===== src/sv/scan_disk_scheduler_core_defines.svh =====
// Assertion macros shared by the scan scheduler modules.
`ifndef SCAN_DISK_SCHEDULER_CORE_DEFINES_SVH
`define SCAN_DISK_SCHEDULER_CORE_DEFINES_SVH

// Property checked on every clock edge outside reset.
`define SDS_ASSERT(lbl, prop, msg) \
	lbl: assert property (@(posedge clk) disable iff (!arst_n) (prop)) else $error(msg);

// Consequent checked in the cycle after the antecedent.
`define SDS_ASSERT_NEXT(lbl, ante, cons, msg) \
	lbl: assert property (@(posedge clk) disable iff (!arst_n) (ante) |=> (cons)) else $error(msg);

`endif


===== src/sv/sds_pkg.sv =====
// Types and constants of the scan disk scheduler.
package sds_pkg;

	localparam int QUEUE_DEPTH = 32;
	localparam int ADDR_W = (QUEUE_DEPTH > 1) ? $clog2(QUEUE_DEPTH) : 1;
	localparam int CNT_W = $clog2(QUEUE_DEPTH + 1);

	typedef logic [ADDR_W-1:0] addr_t;
	typedef logic [CNT_W-1:0] cnt_t;

	localparam cnt_t DEPTH_CNT = cnt_t'(QUEUE_DEPTH);

	localparam logic [16:0] MOVE_CAP = 17'h1FFFF;

	localparam logic [15:0] HEAD_START_RST = 16'd143;
	localparam logic [15:0] MAX_CYL_RST = 16'd4999;

	// request types
	localparam logic [1:0] REQ_ADD = 2'd0;
	localparam logic [1:0] REQ_RUN = 2'd1;
	localparam logic [1:0] REQ_CLEAR = 2'd2;

	// visit kinds
	localparam logic [1:0] KIND_HEAD = 2'd0;
	localparam logic [1:0] KIND_SERVED = 2'd1;
	localparam logic [1:0] KIND_TURN = 2'd2;

	// filter applied to a stored request against the head
	localparam logic [1:0] COND_GE = 2'd0;
	localparam logic [1:0] COND_LT = 2'd1;
	localparam logic [1:0] COND_LE = 2'd2;
	localparam logic [1:0] COND_GT = 2'd3;

	// configuration register indexes
	localparam logic CFG_HEAD_START = 1'b0;
	localparam logic CFG_MAX_CYL = 1'b1;

	typedef struct packed {
		logic [1:0] req_type;
		logic [15:0] cylinder;
		logic direction;
	} item_t;

	typedef struct packed {
		logic [15:0] position;
		logic [1:0] visit_kind;
		logic [16:0] total_movement;
		logic last;
	} result_t;

	// visit candidate handed from the sequencer to the visit unit
	typedef struct packed {
		logic valid;
		logic flush;
		logic from_mem;
		logic [1:0] kind;
		logic [1:0] cond;
		logic [15:0] pos;
	} cand_t;

endpackage


===== src/sv/sds_ram.sv =====
// Generic single-port-write, registered-read RAM.
module sds_ram #(
	parameter int WIDTH = 16,
	parameter int DEPTH = 32
) (
	input logic clk,
	input logic we,
	input logic [((DEPTH > 1) ? $clog2(DEPTH) : 1)-1:0] waddr,
	input logic [WIDTH-1:0] wdata,
	input logic [((DEPTH > 1) ? $clog2(DEPTH) : 1)-1:0] raddr,
	output logic [WIDTH-1:0] rdata
);

	logic [WIDTH-1:0] mem_q [DEPTH];

	always_ff @(posedge clk) begin
		if (we) begin
			mem_q[waddr] <= wdata;
		end
		rdata <= mem_q[raddr];
	end

endmodule


===== src/sv/sds_ctrl.sv =====
// Sequencer: sorted insertion into the request RAM and scan read ordering.
`include "scan_disk_scheduler_core_defines.svh"

module sds_ctrl (
	input logic clk,
	input logic arst_n,
	input logic start,
	input sds_pkg::item_t item,
	input logic [15:0] head_start,
	input logic [15:0] max_cylinder,
	output logic busy,
	output logic ram_we,
	output sds_pkg::addr_t ram_waddr,
	output logic [15:0] ram_wdata,
	output sds_pkg::addr_t ram_raddr,
	input logic [15:0] ram_rdata,
	output sds_pkg::cand_t cand
);

	localparam logic [1:0] ST_IDLE = 2'd0;
	localparam logic [1:0] ST_INS = 2'd1;
	localparam logic [1:0] ST_P1 = 2'd2;
	localparam logic [1:0] ST_P2 = 2'd3;

	logic [1:0] state_q;
	sds_pkg::cnt_t count_q;
	sds_pkg::cnt_t rem_q;
	sds_pkg::addr_t idx_q;
	sds_pkg::addr_t ins_q;
	logic [15:0] cyl_q;
	logic dir_q;
	sds_pkg::cand_t cand_s1;

	logic accept;
	logic ins_done;
	sds_pkg::addr_t last_addr;

	assign accept = start && !busy;
	assign busy = (state_q != ST_IDLE);
	assign last_addr = sds_pkg::addr_t'(count_q - sds_pkg::cnt_t'(1));
	// slot reached bottom, or the entry below is not larger: place the new cylinder
	assign ins_done = (ins_q == '0) || (ram_rdata <= cyl_q);
	assign cand = cand_s1;

	always_comb begin
		ram_we = 1'b0;
		ram_waddr = ins_q;
		ram_wdata = cyl_q;
		ram_raddr = idx_q;
		unique case (state_q)
			ST_IDLE: begin
				ram_raddr = last_addr;
			end
			ST_INS: begin
				ram_we = 1'b1;
				ram_wdata = ins_done ? cyl_q : ram_rdata;
				ram_raddr = ins_q - sds_pkg::addr_t'(2);
			end
			ST_P1, ST_P2: begin
				ram_raddr = idx_q;
			end
			default: begin
				ram_raddr = idx_q;
			end
		endcase
	end

	always_ff @(posedge clk or negedge arst_n) begin
		if (!arst_n) begin
			state_q <= ST_IDLE;
			count_q <= '0;
			cand_s1 <= '0;
		end else begin
			cand_s1.valid <= 1'b0;
			cand_s1.flush <= 1'b0;
			unique case (state_q)
				ST_IDLE: begin
					if (accept) begin
						unique case (item.req_type)
							sds_pkg::REQ_ADD: begin
								if (count_q < sds_pkg::DEPTH_CNT) begin
									cyl_q <= item.cylinder;
									ins_q <= sds_pkg::addr_t'(count_q);
									state_q <= ST_INS;
								end
							end
							sds_pkg::REQ_RUN: begin
								dir_q <= item.direction;
								rem_q <= count_q;
								idx_q <= item.direction ? '0 : last_addr;
								cand_s1.valid <= 1'b1;
								cand_s1.from_mem <= 1'b0;
								cand_s1.kind <= sds_pkg::KIND_HEAD;
								cand_s1.pos <= head_start;
								state_q <= ST_P1;
							end
							sds_pkg::REQ_CLEAR: begin
								count_q <= '0;
							end
							default: begin
							end
						endcase
					end
				end
				ST_INS: begin
					if (ins_done) begin
						count_q <= count_q + sds_pkg::cnt_t'(1);
						state_q <= ST_IDLE;
					end else begin
						ins_q <= ins_q - sds_pkg::addr_t'(1);
					end
				end
				ST_P1: begin
					cand_s1.valid <= 1'b1;
					if (rem_q == '0) begin
						cand_s1.from_mem <= 1'b0;
						cand_s1.kind <= sds_pkg::KIND_TURN;
						cand_s1.pos <= dir_q ? max_cylinder : 16'd0;
						rem_q <= count_q;
						idx_q <= dir_q ? last_addr : '0;
						state_q <= ST_P2;
					end else begin
						cand_s1.from_mem <= 1'b1;
						cand_s1.kind <= sds_pkg::KIND_SERVED;
						cand_s1.cond <= dir_q ? sds_pkg::COND_GE : sds_pkg::COND_LE;
						idx_q <= dir_q ? idx_q + sds_pkg::addr_t'(1) : idx_q - sds_pkg::addr_t'(1);
						rem_q <= rem_q - sds_pkg::cnt_t'(1);
					end
				end
				ST_P2: begin
					if (rem_q == '0) begin
						// last read is in flight; close the run after it
						cand_s1.flush <= 1'b1;
						state_q <= ST_IDLE;
					end else begin
						cand_s1.valid <= 1'b1;
						cand_s1.from_mem <= 1'b1;
						cand_s1.kind <= sds_pkg::KIND_SERVED;
						cand_s1.cond <= dir_q ? sds_pkg::COND_LT : sds_pkg::COND_GT;
						idx_q <= dir_q ? idx_q - sds_pkg::addr_t'(1) : idx_q + sds_pkg::addr_t'(1);
						rem_q <= rem_q - sds_pkg::cnt_t'(1);
					end
				end
				default: begin
					state_q <= ST_IDLE;
				end
			endcase
		end
	end

	`SDS_ASSERT(a_count_range, count_q <= sds_pkg::DEPTH_CNT, "request count past depth")
	`SDS_ASSERT(a_ins_room, (state_q != ST_INS) || (count_q < sds_pkg::DEPTH_CNT), "insert into full store")
	`SDS_ASSERT_NEXT(a_run_starts, accept && (item.req_type == sds_pkg::REQ_RUN), (state_q == ST_P1) && cand_s1.valid, "run did not start")
	`SDS_ASSERT(a_flush_alone, !(cand_s1.valid && cand_s1.flush), "flush collides with a visit")

endmodule


===== src/sv/sds_visit.sv =====
// Visit unit: filters candidates, accumulates movement, drives result beats.
`include "scan_disk_scheduler_core_defines.svh"

module sds_visit (
	input logic clk,
	input logic arst_n,
	input sds_pkg::cand_t cand,
	input logic [15:0] ram_rdata,
	input logic [15:0] head_start,
	output logic result_valid,
	output sds_pkg::result_t result
);

	logic pend_valid_q;
	logic [15:0] pend_pos_q;
	logic [1:0] pend_kind_q;
	logic [16:0] pend_total_q;
	logic res_valid_q;
	sds_pkg::result_t res_q;

	logic [15:0] pos;
	logic keep;
	logic [15:0] seek_len;
	logic [17:0] sum;
	logic [16:0] new_total;

	always_comb begin
		pos = cand.from_mem ? ram_rdata : cand.pos;
		keep = 1'b1;
		if (cand.from_mem) begin
			unique case (cand.cond)
				sds_pkg::COND_GE: keep = (ram_rdata >= head_start);
				sds_pkg::COND_LT: keep = (ram_rdata < head_start);
				sds_pkg::COND_LE: keep = (ram_rdata <= head_start);
				sds_pkg::COND_GT: keep = (ram_rdata > head_start);
				default: keep = 1'b0;
			endcase
		end
		seek_len = (pos >= pend_pos_q) ? (pos - pend_pos_q) : (pend_pos_q - pos);
		sum = {1'b0, pend_total_q} + {2'b00, seek_len};
		if (cand.kind == sds_pkg::KIND_HEAD) begin
			new_total = '0;
		end else if (sum > {1'b0, sds_pkg::MOVE_CAP}) begin
			new_total = sds_pkg::MOVE_CAP;
		end else begin
			new_total = sum[16:0];
		end
	end

	// one visit is held back so the final one can carry last
	always_ff @(posedge clk or negedge arst_n) begin
		if (!arst_n) begin
			pend_valid_q <= 1'b0;
			res_valid_q <= 1'b0;
		end else begin
			res_valid_q <= 1'b0;
			if (cand.flush) begin
				res_valid_q <= pend_valid_q;
				res_q.position <= pend_pos_q;
				res_q.visit_kind <= pend_kind_q;
				res_q.total_movement <= pend_total_q;
				res_q.last <= 1'b1;
				pend_valid_q <= 1'b0;
			end else if (cand.valid && keep) begin
				res_valid_q <= pend_valid_q;
				res_q.position <= pend_pos_q;
				res_q.visit_kind <= pend_kind_q;
				res_q.total_movement <= pend_total_q;
				res_q.last <= 1'b0;
				pend_valid_q <= 1'b1;
				pend_pos_q <= pos;
				pend_kind_q <= cand.kind;
				pend_total_q <= new_total;
			end
		end
	end

	assign result_valid = res_valid_q;
	assign result = res_q;

	`SDS_ASSERT(a_flush_pending, !cand.flush || pend_valid_q, "run closed with no visit held")
	`SDS_ASSERT(a_head_first, !(cand.valid && (cand.kind == sds_pkg::KIND_HEAD)) || !pend_valid_q, "head visit while a run is open")
	`SDS_ASSERT_NEXT(a_beat_source, !pend_valid_q, !res_valid_q, "beat without a held visit")

endmodule


===== src/sv/scan_disk_scheduler_core.sv =====
// Top level: SCAN disk scheduler with sorted request RAM.
// Add: busy while larger entries are shifted up to place the new cylinder; an add to a full
// store is dropped. Clear: not busy. Run: busy through both scan passes; the first beat is
// the head visit, then at most one beat per cycle; the last beat comes after busy drops.
// Results cannot be stalled. Reset: request count 0, config regs 143 and 4999;
// RAM contents are undefined and never used beyond the count.
module scan_disk_scheduler_core (
	input logic clk,
	input logic arst_n,
	input logic start,
	input sds_pkg::item_t item,
	output logic busy,
	input logic cfg_we,
	input logic cfg_index,
	input logic [15:0] cfg_data,
	output logic result_valid,
	output sds_pkg::result_t result
);

	logic [15:0] head_start_q;
	logic [15:0] max_cyl_q;

	logic ram_we;
	sds_pkg::addr_t ram_waddr;
	sds_pkg::addr_t ram_raddr;
	logic [15:0] ram_wdata;
	logic [15:0] ram_rdata;
	sds_pkg::cand_t cand;

	always_ff @(posedge clk or negedge arst_n) begin
		if (!arst_n) begin
			head_start_q <= sds_pkg::HEAD_START_RST;
			max_cyl_q <= sds_pkg::MAX_CYL_RST;
		end else if (cfg_we) begin
			unique case (cfg_index)
				sds_pkg::CFG_HEAD_START: head_start_q <= cfg_data;
				sds_pkg::CFG_MAX_CYL: max_cyl_q <= cfg_data;
				default: begin
				end
			endcase
		end
	end

	sds_ram #(
		.WIDTH(16),
		.DEPTH(sds_pkg::QUEUE_DEPTH)
	) u_ram (
		.clk(clk),
		.we(ram_we),
		.waddr(ram_waddr),
		.wdata(ram_wdata),
		.raddr(ram_raddr),
		.rdata(ram_rdata)
	);

	sds_ctrl u_ctrl (
		.clk(clk),
		.arst_n(arst_n),
		.start(start),
		.item(item),
		.head_start(head_start_q),
		.max_cylinder(max_cyl_q),
		.busy(busy),
		.ram_we(ram_we),
		.ram_waddr(ram_waddr),
		.ram_wdata(ram_wdata),
		.ram_raddr(ram_raddr),
		.ram_rdata(ram_rdata),
		.cand(cand)
	);

	sds_visit u_visit (
		.clk(clk),
		.arst_n(arst_n),
		.cand(cand),
		.ram_rdata(ram_rdata),
		.head_start(head_start_q),
		.result_valid(result_valid),
		.result(result)
	);

endmodule


===== config.mk =====
export PLATFORM = sky130hd
export DESIGN_NAME = scan_disk_scheduler_core
export DESIGN_NICKNAME = d
export VERILOG_FILES = /design/src/sv/sds_pkg.sv /design/src/sv/sds_ram.sv /design/src/sv/sds_ctrl.sv /design/src/sv/sds_visit.sv /design/src/sv/scan_disk_scheduler_core.sv
export VERILOG_INCLUDE_DIRS = /design/src /design/src/sv
export SDC_FILE = /design/constraint.sdc
export NUM_CORES = 1
export LEC_CHECK = 0
export BUFFER_PORTS_ARGS = -buffer_cell sky130_fd_sc_hd__buf_2
export CAP_MARGIN = 20
export CORE_AREA = 2 2 228 230
export CTS_BUF_LIST = sky130_fd_sc_hd__clkbuf_16
export DETAILED_ROUTE_END_ITERATION = 10
export DIE_AREA = 0 0 230 232
export PLACE_DENSITY = 0.79
export REMOVE_ABC_BUFFERS = 1
export SYNTH_ARGS = -nofsm -noshare
export SYNTH_HDL_FRONTEND = slang
export SYNTH_SLANG_ARGS = --single-unit

===== constraint.sdc =====
create_clock -name clk -period 7.5 [get_ports clk]
set_input_delay 1.5 -clock clk [delete_from_list [all_inputs] [get_ports clk]]
set_output_delay 1.5 -clock clk [all_outputs]
set_load 0.005 [all_outputs]

# Yosys cells after proc, flatten, opt, wreduce, memory -nomap -nowiden
# Memory sizes are Yosys's and may differ from the RTL's. A register that Yosys moved wholly into a read port is not among the register bits.
# Index checks and enable logic that the tools add are counted.
# totals
elab_cells	163
latch_bits	0
ramBits	512
out_inout_bits	38
reg_bits	169
memories	1
romBits	0
input_bits	40
# classes
div	0
order_cmp	8
reduce_logical	30
n_shift	0
multipliers	0
eq_ne	21
add_sub_neg	10
bitwise_logic	2
n_mux	67
# mem_list
name	words	word_bits	rd	rd_clocked_by_memory_dff	wr	line_no	rtl
u_ram.mem_q	32	16	1	1	1	sds_ram.sv:14	logic [WIDTH-1:0] mem_q [DEPTH];
# op_table
operator	n
$mux 16	8
$mux 36	2
$mux 5	13
$mux 6	7
$ge 16x16->1	2
$le 16x16->1	2
$pmux 16 s2	1
$sub 16x16->16	2
$pmux 5 s3	2
$add 17x16->18	1
$gt 18x17->1 const B	1
$pmux 6 s3	1
$mux 17	1
$gt 16x16->1	1
$lt 16x16->1	1
$mux 2	8
$reduce_and 4->1	4
$sub 5x1->5 const B	3
$mux 1	13
$ne 2x2->1 const B	6
$pmux 6 s2	1
$reduce_and 6->1	2
$eq 2x2->1 const B	5
$ne 2x1->1 const B	5
other kinds (28)	46

# Depth between registers and ports, before layout
# Gate-level depths: netlist (run 1).
# depth
depth_word	6
depth_mapped	24

# Modules after synthesis
# From an unflattened synthesis (run 1), not the netlist that was laid out.
# hier_totals
hier_cells	2186
area_unflattened_um2	31456.4
# by_module_without_submodules
module	cells_per_inst	n_inst	area_each_um2	seq_area_each_um2
sds_ram	1143	1	20534.7	15695.1
sds_visit	571	1	5660.4	2182.1
sds_ctrl	403	1	3993.8	1741.7
scan_disk_scheduler_core	69	1	1267.5	815.8

# Worst setup path after synthesis (run 1)
# Ideal clock, no wire load.
# synth_path
path_kind	flip-flop to flip-flop
start	register u_ctrl.cand_s1, in the netlist u_ctrl.cand[18]
end	register u_visit.pend_total_q[13], data pin
n_path_buf	5
slack_ps	1886
synth_period_minus_slack_ps	5614
t_arrival_ps	5445
path_stages_with_launch	25
setup_time_ps	169
path_cell_list	dfrtp_1 clkbuf_1 clkbuf_1 mux2i_1 ha_1 inv_1 fa_1 a21o_1 a221o_1 a21oi_2 a21oi_2 or2_1 buf_6 buf_6 a211oi_2 xnor2_1 ha_1 nand4_1 nor4_1 o21ai_0 a21boi_0 o21ai_0 a211o_1 clkbuf_1 o31ai_1
# synth_lines
item	line_no	rtl
start: declaration	sds_ctrl.sv:32	sds_pkg::cand_t cand_s1;
end signal: assignment	sds_visit.sv:73	pend_total_q <= new_total;
end: declaration	sds_visit.sv:17	logic [16:0] pend_total_q;

==> results of run 1 <==
-- state kept, by name, indices dropped and copies added, names as in the netlist --
name                  cells
head_start_q             16
max_cyl_q                16
u_ctrl.cand              22
u_ctrl.count_q            6
u_ctrl.cyl_q             16
u_ctrl.dir_q              1
u_ctrl.idx_q              5
u_ctrl.ram_waddr          5
u_ctrl.rem_q              6
u_ctrl.state_q            2
u_ram.mem_q             512
u_ram.rdata              16
u_visit.pend_kind_q       2
u_visit.pend_pos_q       16
u_visit.pend_total_q     17
u_visit.pend_valid_q      1
u_visit.result           36
u_visit.result_valid      1
-- cells by family (layout without fill, tap and decap cells) --
kind of cell,Yosys count,after routing,synth area share
compound gates,308,308,0.0666
xor+xnor,41,41,0.0118
fa+ha+maj,95,95,0.0399
buf+inv,181,344,0.0255
flops,696,696,0.673
mux,219,219,0.126
simple gates,385,385,0.0572
-- metrics by stage --
| stage | power [W] | TNS (ns) | hold slack [ns] |
|---|---|---|---|
| after floorplan | 0.00957 | -74.25 | 0.446 |
| after global placement | 0.0105 | 0 | 0.471 |
| after detailed placement | 0.0107 | 0 | 0.470 |
| after CTS | 0.0145 | 0 | 0.483 |
| after global routing | 0.0153 | 0 | 0.516 |
| final | 0.0145 | 0 | 0.482 |
-- final cells by class --
class / count / share of cell area
Inverter: 90 / 0.00988
Clock inverter: 58 / 0.0194
Clock buffer: 72 / 0.0527
Tap cell: 680 / 0.0249
Sequential cell: 696 / 0.598
Timing Repair Buffer: 124 / 0.0231
Multi-Input combinational cell: 1048 / 0.272
-- report_power, final --
| group | switching, W | total [W] | internal [W] |
|---|---|---|---|
| logic | 0.00338 | 0.00575 | 0.00237 |
| clock network | 0.00152 | 0.00373 | 0.00222 |
| registers | 0.000274 | 0.00506 | 0.00479 |
-- cells in the final DEF, fill, tap and decap left out, types with 8 or more instances in the layout --
master,synthesis,final
buf_4,14,43
o21ai_2,0,15
nand2_1,134,134
nor3_1,14,13
nor2_2,0,16
nor2b_1,27,24
nand4_1,10,10
o211ai_1,14,14
buf_2,15,77
inv_1,90,99
dfxtp_1,16,16
mux2i_1,68,67
nor2_1,124,108
xor2_1,15,15
a22o_1,8,8
nand2b_1,8,8
bufinv_16,0,13
a31oi_1,24,24
edfxtp_1,616,616
nand3_1,26,26
dfrtp_1,52,52
xnor2_1,26,26
ha_1,92,92
clkinv_2,0,9
mux2_2,23,23
clkbuf_16,0,72
clkinv_1,0,12
o21a_1,11,11
a21o_1,29,29
a21oi_1,44,44
dfstp_2,12,12
a2111oi_0,9,9
o221ai_1,15,15
o21ai_0,101,85
mux4_2,128,128
-- worst max-delay path, delay by kind of cell (launching register included) --
| kind | cells | cell delay (ns) |
|---|---|---|
| XOR/XNOR | 1 | 0.13 |
| AO/OA/AOI/OAI | 9 | 2.21 |
| adder cells (fa/ha/maj) | 2 | 0.82 |
| flip-flops | 1 | 1.05 |
| multiplexers | 2 | 0.75 |
| buffers and inverters | 1 | 0.17 |
| AND/OR/NAND/NOR | 3 | 0.90 |
-- worst max-delay path by stage --
stage                               endpoint  slack, ns
finish              u_visit.pend_total_q[16]       1.26
global route        u_visit.pend_total_q[10]       0.81
CTS                 u_visit.pend_total_q[16]       1.35
detailed placement  u_visit.pend_total_q[16]       1.41
global placement     u_visit.pend_total_q[4]       1.61
floorplan                     u_ram.rdata[4]      -4.72
-- per-layer routing --
layer | global-route usage | share of wire | vias up
li1 | - | - | 7657
met1 | 0.362 | 0.38 | 8983
met2 | 0.454 | 0.49 | 938
met3 | 0.0580 | 0.090 | 144
met4 | 0.0913 | 0.032 | 0
met5 | 0 | 0 | -
==> flow_metrics.py, run 1 <==
metrics = {
    "clock_network": {
        "clock_latency_ns": 0.62,
        "cts_hold_buffers": 0,
        "cts_inserted_buffers": 71,
        "htreeDepth": 3,
        "cts_tree": "yes",
        "clock-sinks": 696,
        "cts_setup_buffers": 0,
        "path_clk_slew_ns": 0.06,
        "cts-root-buf": "clkbuf_16",
        "cts_buffer_depth": 3,
        "cts-resized-gates": 0,
    },
    "synthesis": {
        "synth_top_flop_cell": "edfxtp_1",
        "ys_warn_count": 0,
        "synth_top_area_share": 0.609,
        "ys_ff_latch": 696,
        "ys_seq_area_frac": 0.673,
        "ys_top_cells_by_count": "616 x edfxtp_1, 134 x nand2_1, 128 x mux4_2",
        "synthCells": 1925,
        "netlist_area_um2": 30400,
        "yosysMostFrequentCell": "edfxtp_1",
        "synthTopCellsByArea": "edfxtp_1 61%, mux4_2 9.5%, dfrtp_1 4.3%, ha_1 3.8%, mux2i_1 2.2%",
        "yosysUniqueCellTypes": 75,
        "synth_edf_count": 616,
        "async_reset_ff_frac": 0.0920,
        "synth_top_cell_by_area": "edfxtp_1",
        "syn_area_per_cell_um2": 15.8,
    },
    "floorplan": {
        "ios": 78,
        "start_util": 0.597,
        "dieArea_um2": 53400,
        "core-area_um2": 50900,
        "die_y_um": 232,
        "die_x_um": 230,
        "num_rows": 83,
    },
    "setup_path": {
        "critPathMaxStageDelay_ns": 1.05,
        "rr_worst_depth": 18,
        "worstSetupPathType": "flop to flop",
        "r2r_slack_ns": 1.26,
        "reg2reg_to": "u_visit.pend_total_q[16]",
        "cp.required_ns": 7.89,
        "arrival_ns": 6.63,
        "cp_max_fo": 21,
        "crit_start": "u_ctrl.cand[18]",
        "end_kind": "flop",
        "startpoint_type": "flop",
        "r2r_start": "u_ctrl.cand[18]",
        "crit_slowest_cell": "dfrtp_1",
        "path_cells": "mux2i_1 > inv_1 > fa_1 > a21o_1 > a221o_1 > a21oi_2 > a21oi_2 > nor2_1 > mux2i_1 > xnor2_1 > ha_1 > nand2_1 > a21oi_1 > o22ai_1 > o21a_1 > o21ai_0 > a2111oi_0 > nor4_1",
    },
    "global_route": {
        "grt_max_degree": 129,
        "antenna_found_initial": 1,
        "grt_pass1_wl_um": 109000,
        "grt_pass1_vias": 18000,
        "overflow": 0,
        "grt_usage": 0.273,
    },
    "cells_and_area": {
        "seq_area_um2": 20400,
        "nNetsFinal": 2166,
        "multi_input_area_um2": 9300,
        "drive_above_1_share": 0.214,
        "layout.cells.non_filler": 2768,
        "fill_cells": 3304,
        "postLayoutCoreUtil": 0.672,
        "fin_area_um2": 34200,
        "num_antenna_cells": 0,
        "area_delta_synth_final_pct": 12.6,
    },
    "sta": {
        "min_period_ns": 6.24,
        "rsz0062_at_grt": "no",
        "hold_viol": 0,
        "layout_setup_ws_ns": 1.26,
        "max_freq_mhz": 160,
        "fin_crit_sh": 0.831,
        "setup_viol": 0,
        "worst_pin_slew_ns": 1.16,
        "final_max_slew_viol_count": 0,
        "worst_slew_margin_rel": 0.226,
        "fin_skew_ns": 0.0272,
    },
    "hold_path": {
        "hp-start": "u_ctrl.cand[10]",
        "holdCritPathClass": "flop to flop",
        "holdPathEnd": "u_ctrl.cand[10]",
        "worst_hold_path.num_cells": 2,
    },
    "place": {
        "portBuffers": 77,
        "place_area_um2": 31700,
        "pre_cts_slack_ns": 1.41,
        "place_congestion": 0.931,
        "dp_cells": 2636,
        "place_hpwl_um": 43000,
    },
    "power": {
        "peakVddDrop_mv": 0.458,
        "p_per_area_nw_per_um2": 426,
        "p_leak_nw": 12.3,
    },
    "run_status": {
        "status": "complete, no violations",
    },
    "detailed_routing": {
        "drt-vias-per-instance": 6.40,
        "vias": 17700,
        "drtIter0Drc": 2005,
        "totalWireLength_um": 71500,
        "ant_nets": 0,
        "drcViolationCount": 0,
        "post_drt_wl_per_cell_um": 25.8,
        "first_pass_iters": 6,
    },
    "flow_run": {
        "cap_violations": 0,
    },
}
Note: power is estimated with default switching activity, not from simulation.
==> run 2, diff against run 1 <==
==> constraint.sdc (replaced) <==
create_clock -name clk -period 6.27 [get_ports clk]
set_input_delay 1.254 -clock clk [delete_from_list [all_inputs] [get_ports clk]]
set_output_delay 1.254 -clock clk [all_outputs]
set_load 0.005 [all_outputs]
==> flow_metrics.py, run 2 (same netlist as run 1, synthesis figures left out) <==
metrics = {
    "setup_path": {
        "crit_cells": 18,
        "path_cells": "buf_4 > mux2i_1 > ha_1 > a21o_1 > or3_1 > o221ai_1 > a21oi_2 > nor2_1 > mux2i_1 > xnor2_1 > ha_1 > nand4_1 > nor4_1 > o21ai_0 > a21boi_1 > o21ai_0 > a211o_2 > o21ai_0",
        "rr_worst_depth": 18,
        "startpoint_type": "flop",
        "crit_top_cell": "o21ai_0",
        "reg2reg_to": "u_visit.pend_total_q[2]",
        "worstSetupPathType": "flop to flop",
        "cp_top_family": "compound AO/OA/AOI/OAI gates",
        "crit_buf_inv": 1,
        "arrival_ns": 6.15,
        "cp_max_fo": 16,
        "critPathMaxStageDelay_ns": 0.49,
        "crit_end": "u_visit.pend_total_q[2]",
        "crit_start": "u_ctrl.cand[18]",
        "r2r_slack_ns": 0.57,
        "end_kind": "flop",
        "crit_slowest_cell": "dfrtp_1",
        "cp.required_ns": 6.72,
        "r2r_start": "u_ctrl.cand[18]",
    },
    "global_route": {
        "overflow": 0,
        "grt_usage": 0.269,
        "grt_pass1_vias": 17900,
        "grt_max_degree": 129,
        "grt_pass1_wl_um": 108000,
        "antenna_found_initial": 1,
    },
    "place": {
        "place_congestion": 0.902,
        "portBuffers": 77,
        "place_area_um2": 31700,
        "place_hpwl_um": 43000,
        "pre_cts_slack_ns": 0.447,
    },
    "floorplan": {
        "start_util": 0.597,
        "die_x_um": 230,
        "die_y_um": 232,
        "core-area_um2": 50900,
        "num_rows": 83,
        "dieArea_um2": 53400,
        "ios": 78,
    },
    "clock_network": {
        "cts_buffer_depth": 3,
        "cts_setup_buffers": 0,
        "cts_tree": "yes",
        "cts_hold_buffers": 0,
        "clock-sinks": 696,
        "path_clk_slew_ns": 0.06,
        "cts_inserted_buffers": 71,
        "htreeDepth": 3,
        "clock_latency_ns": 0.64,
        "cts-resized-gates": 0,
        "cts-root-buf": "clkbuf_16",
    },
    "sta": {
        "final_max_slew_viol_count": 0,
        "layout_setup_ws_ns": 0.570,
        "fin_crit_sh": 0.909,
        "max_freq_mhz": 175,
        "hold_viol": 0,
        "min_period_ns": 5.70,
        "worst_slew_margin_rel": 0.265,
        "setup_viol": 0,
        "worst_pin_slew_ns": 1.10,
        "rsz0062_at_grt": "no",
        "setup_tns_ns": 0,
        "fin_skew_ns": 0.0334,
        "whs_ns": 0.499,
    },
    "detailed_routing": {
        "drt-vias-per-instance": 6.42,
        "drtIter0Drc": 2048,
        "post_drt_wl_per_cell_um": 25.7,
        "first_pass_iters": 6,
        "ant_nets": 0,
        "vias": 17800,
        "drcViolationCount": 0,
        "totalWireLength_um": 71000,
    },
    "power": {
        "p_per_area_nw_per_um2": 503,
        "p_leak_nw": 12.3,
        "peakVddDrop_mv": 0.529,
    },
    "cells_and_area": {
        "nNetsFinal": 2167,
        "largest_reg_flops": 512,
        "regMostFlops": "u_ram.mem_q",
        "area_delta_synth_final_pct": 12.2,
        "drive_above_1_share": 0.211,
        "layout_commonest_cell": "edfxtp_1",
        "fin_area_um2": 34100,
        "num_antenna_cells": 0,
        "final_cell_mix": "616 x edfxtp_1, 134 x nand2_1, 128 x mux4_2",
    },
    "run_status": {
        "status": "complete, no violations",
    },
    "hold_path": {
        "holdCritPathClass": "flop to flop",
    },
    "flow_run": {
        "cap_violations": 0,
    },
}
-- run 2: changes by cell type in the layout (fill, tap and decap cells not counted), sizes merged --
| cell | change |
|---|---|
| clkinv | +5 |
| buf | +1 |
| clkinvlp | -2 |
| bufinv | -7 |
| inv | +2 |
-- run 2: final cells by class --
cell class                      instances  area (um2)
Sequential cell                       696       20400
Fill cell                            3325       16800
Multi-Input combinational cell       1048        9300
Clock buffer                           72        1800
Tap cell                              680         851
Timing Repair Buffer                  125         811
Clock inverter                         56         513
Inverter                               90         338
-- run 2: worst reg2reg max path: cells and delay by family (launching register included) --
family | cells | cell delay, ns
compound gates | 8 | 1.90
simple gates | 4 | 1.36
fa+ha+maj | 2 | 0.78
mux | 2 | 0.59
flops | 1 | 0.49
buf+inv | 1 | 0.34
xor+xnor | 1 | 0.09
-- run 2: how the worst min path moves through the flow --
stage	from	to	depth (start not counted)
3_3_place_gp	u_ctrl.cand[0]	u_ctrl.cand[0]	2
4_1_cts	u_ctrl.cand[0]	u_ctrl.cand[0]	2
3_5_place_dp	u_ctrl.cand[0]	u_ctrl.cand[0]	2
5_1_grt	u_ctrl.cand[14]	u_ctrl.cand[14]	2
2_1_floorplan	u_ctrl.cand[15]	u_ctrl.cand[15]	2
6_report	u_ctrl.cand[6]	u_ctrl.cand[6]	2
-- run 2: routing by layer --
| layer | vias to the layer above | wire length (um) | track usage |
|---|---|---|---|
| met4 | 2 | 2040 | 0.0905 |
| met2 | 947 | 34600 | 0.439 |
| met3 | 150 | 6330 | 0.0523 |
| met5 | - | 13 | 0 |
| li1 | 7651 | - | - |
| met1 | 9012 | 28100 | 0.367 |
-- run 2: power breakdown --
part	total [W]	internal [W]	switching [W]
Combinational	0.00689	0.00285	0.00404
Sequential	0.00604	0.00573	0.000316
Clock	0.00420	0.00237	0.00183
-- run 2: through the flow --
step	total power, W	utilization	std cells
after floorplan	0.0114	-	1834
after detailed placement	0.0129	0.623	2637
after global routing	0.0181	0.669	2767
after CTS	0.0171	0.668	2765
after global placement	0.0126	0.623	2637
final	0.0171	0.669	2767
==> run 3, diff against run 2 <==
--- a/config.mk
+++ b/config.mk
@@ -8,11 +8,12 @@
 export LEC_CHECK = 0
 export BUFFER_PORTS_ARGS = -buffer_cell sky130_fd_sc_hd__buf_2
 export CAP_MARGIN = 20
-export CORE_AREA = 2 2 228 230
+export CORE_AREA = 2 2 236 238
 export CTS_BUF_LIST = sky130_fd_sc_hd__clkbuf_16
 export DETAILED_ROUTE_END_ITERATION = 10
-export DIE_AREA = 0 0 230 232
-export PLACE_DENSITY = 0.79
+export DIE_AREA = 0 0 238 240
+export MAX_ROUTING_LAYER = met4
+export PLACE_DENSITY = 0.77
 export REMOVE_ABC_BUFFERS = 1
 export SYNTH_ARGS = -nofsm -noshare
 export SYNTH_HDL_FRONTEND = slang
==> constraint.sdc (replaced) <==
create_clock -name clk -period 5 [get_ports clk]
set_input_delay 1 -clock clk [delete_from_list [all_inputs] [get_ports clk]]
set_output_delay 1 -clock clk [all_outputs]
set_load 0.005 [all_outputs]
==> flow_metrics.py, run 3 (same netlist as run 1, synthesis figures left out) <==
metrics = {
    "floorplan": {
        "ios": 78,
        "dieArea_um2": 57100,
        "die_y_um": 240,
        "die_x_um": 238,
        "start_util": 0.555,
        "core-area_um2": 54700,
        "num_rows": 86,
    },
    "setup_path": {
        "cp_top_family": "compound AO/OA/AOI/OAI gates",
        "arrival_ns": 5.28,
        "r2r_slack_ns": 0.06,
        "cp.required_ns": 5.35,
        "worstSetupPathType": "flop to flop",
        "startpoint_type": "flop",
        "end_kind": "flop",
        "crit_buf_inv": 3,
        "path_cells": "buf_6 > mux2i_2 > ha_1 > a21o_1 > or3_4 > a211oi_4 > a21oi_4 > or2_4 > buf_6 > a21oi_1 > xor2_1 > ha_1 > nand4_1 > o21ai_1 > a31oi_2 > a21boi_2 > o21ai_1 > a211o_1 > clkbuf_16 > o21ai_0",
        "cp_max_fo": 7,
        "crit_slowest_cell": "dfrtp_1",
        "critPathMaxStageDelay_ns": 0.42,
    },
    "global_route": {
        "overflow": 0,
        "antenna_found_initial": 1,
        "grt_pass1_vias": 18400,
        "grt_usage": 0.274,
        "grt_max_degree": 67,
        "grt_pass1_wl_um": 112000,
    },
    "detailed_routing": {
        "first_pass_iters": 6,
        "drt-vias-per-instance": 6.28,
        "drtIter0Drc": 1878,
        "vias": 18100,
        "ant_nets": 0,
        "drcViolationCount": 0,
        "post_drt_wl_per_cell_um": 25.9,
        "totalWireLength_um": 74600,
    },
    "clock_network": {
        "cts_hold_buffers": 0,
        "cts_inserted_buffers": 72,
        "htreeDepth": 3,
        "clock-sinks": 696,
        "cts_tree": "yes",
        "path_clk_slew_ns": 0.06,
        "clock_latency_ns": 0.63,
        "cts-root-buf": "clkbuf_16",
        "cts_buffer_depth": 3,
    },
    "sta": {
        "fin_skew_ns": 0.0302,
        "setup_tns_ns": 0,
        "layout_setup_ws_ns": 0.0636,
        "final_max_slew_viol_count": 0,
        "worst_pin_slew_ns": 1.07,
        "rsz0062_at_grt": "yes",
        "fin_crit_sh": 0.987,
        "setup_viol": 0,
        "max_freq_mhz": 203,
        "worst_slew_margin_rel": 0.284,
        "whs_ns": 0.259,
        "min_period_ns": 4.94,
        "hold_viol": 0,
    },
    "cells_and_area": {
        "layout_commonest_cell": "edfxtp_1",
        "regMostFlops": "u_ram.mem_q",
        "fill_cells": 3757,
        "drive_above_1_share": 0.261,
        "area_delta_synth_final_pct": 16.0,
        "final_cell_mix": "616 x edfxtp_1, 133 x nand2_1, 128 x mux4_2",
        "nNetsFinal": 2256,
        "largest_reg_flops": 512,
    },
    "place": {
        "portBuffers": 77,
        "place_congestion": 0.932,
        "place_hpwl_um": 45900,
        "pre_cts_slack_ns": -0.0268,
    },
    "power": {
        "peakVddDrop_mv": 0.631,
        "p_per_area_nw_per_um2": 689,
        "p_leak_nw": 12.8,
    },
    "run_status": {
        "status": "complete, no violations",
    },
    "flow_run": {
        "cap_violations": 0,
    },
    "hold_path": {
        "holdCritPathClass": "primary input to asynchronous set/reset pin",
    },
}
[run 3: changes by cell type in the layout (fill, tap and decap cells not counted), moves of 5 or more]
| cell | delta |
|---|---|
| buf_4 | +80 |
| o21ai_0 | -14 |
| nor2_1 | +11 |
| nor2_2 | -11 |
| inv_1 | -10 |
| a2111oi_0 | -8 |
| mux2i_1 | -8 |
| o21ai_1 | +8 |
| mux2i_2 | +6 |
| o21ai_2 | +6 |
| a21oi_1 | -5 |
| buf_6 | +5 |
| bufinv_16 | +5 |
[run 3: metrics by stage]
stage / instances / area, um2 / power, W / utilization
global placement: 2735 / 32300 / 0.0172 / 0.591
detailed placement: 2735 / 32300 / 0.0174 / 0.591
global route: 2884 / 35200 / 0.0255 / 0.644
CTS: 2867 / 34800 / 0.0231 / 0.636
floorplan: 1834 / 29900 / 0.0142 / -
finish: 2884 / 35200 / 0.0243 / 0.644
[run 3: power by group]
group | total [W] | internal, W | switching, W
registers | 0.00758 | 0.00718 | 0.000395
logic | 0.0111 | 0.00505 | 0.00606
clock network | 0.00558 | 0.00325 | 0.00233
[run 3: final timing paths]
kind	end	start	depth (start not counted)
max in group asynchronous	max_cyl_q[7]	arst_n	2
min in group clk	u_ctrl.cand[15]	u_ctrl.cand[15]	2
max reg2reg	u_visit.pend_total_q[11]	u_ctrl.cand[18]	20
min	u_ctrl.count_q[2]	arst_n	1
min reg2reg	u_ctrl.cand[15]	u_ctrl.cand[15]	2
max	u_visit.pend_total_q[11]	u_ctrl.cand[18]	20
[run 3: area by class of cell]
cell class,instances,area (um2),area share
antenna,1,2.50,0.0000710
clock buffer,72,1800,0.0511
clock inverter,60,688,0.0195
inverter,90,338,0.00959
multi-input combinational,1048,9560,0.271
sequential,696,20400,0.580
tap,704,881,0.0250
timing repair buffer,213,1520,0.0432
[run 3: what timing repair did]
item / 4_1_cts / 5_1_grt
setup endpoints to repair: 5 / 17
resized for setup: 2 / 79
pin swaps: 0 / 27
cloned: 0 / 1
buffers inserted: 0 / 12
[run 3: routing by layer]
layer | track usage | share of wire | vias up
li1 | - | - | 7829
met1 | 0.347 | 0.39 | 9209
met2 | 0.449 | 0.50 | 882
met3 | 0.0439 | 0.070 | 183
met4 | 0.108 | 0.041 | 0
met5 | - | 0 | -
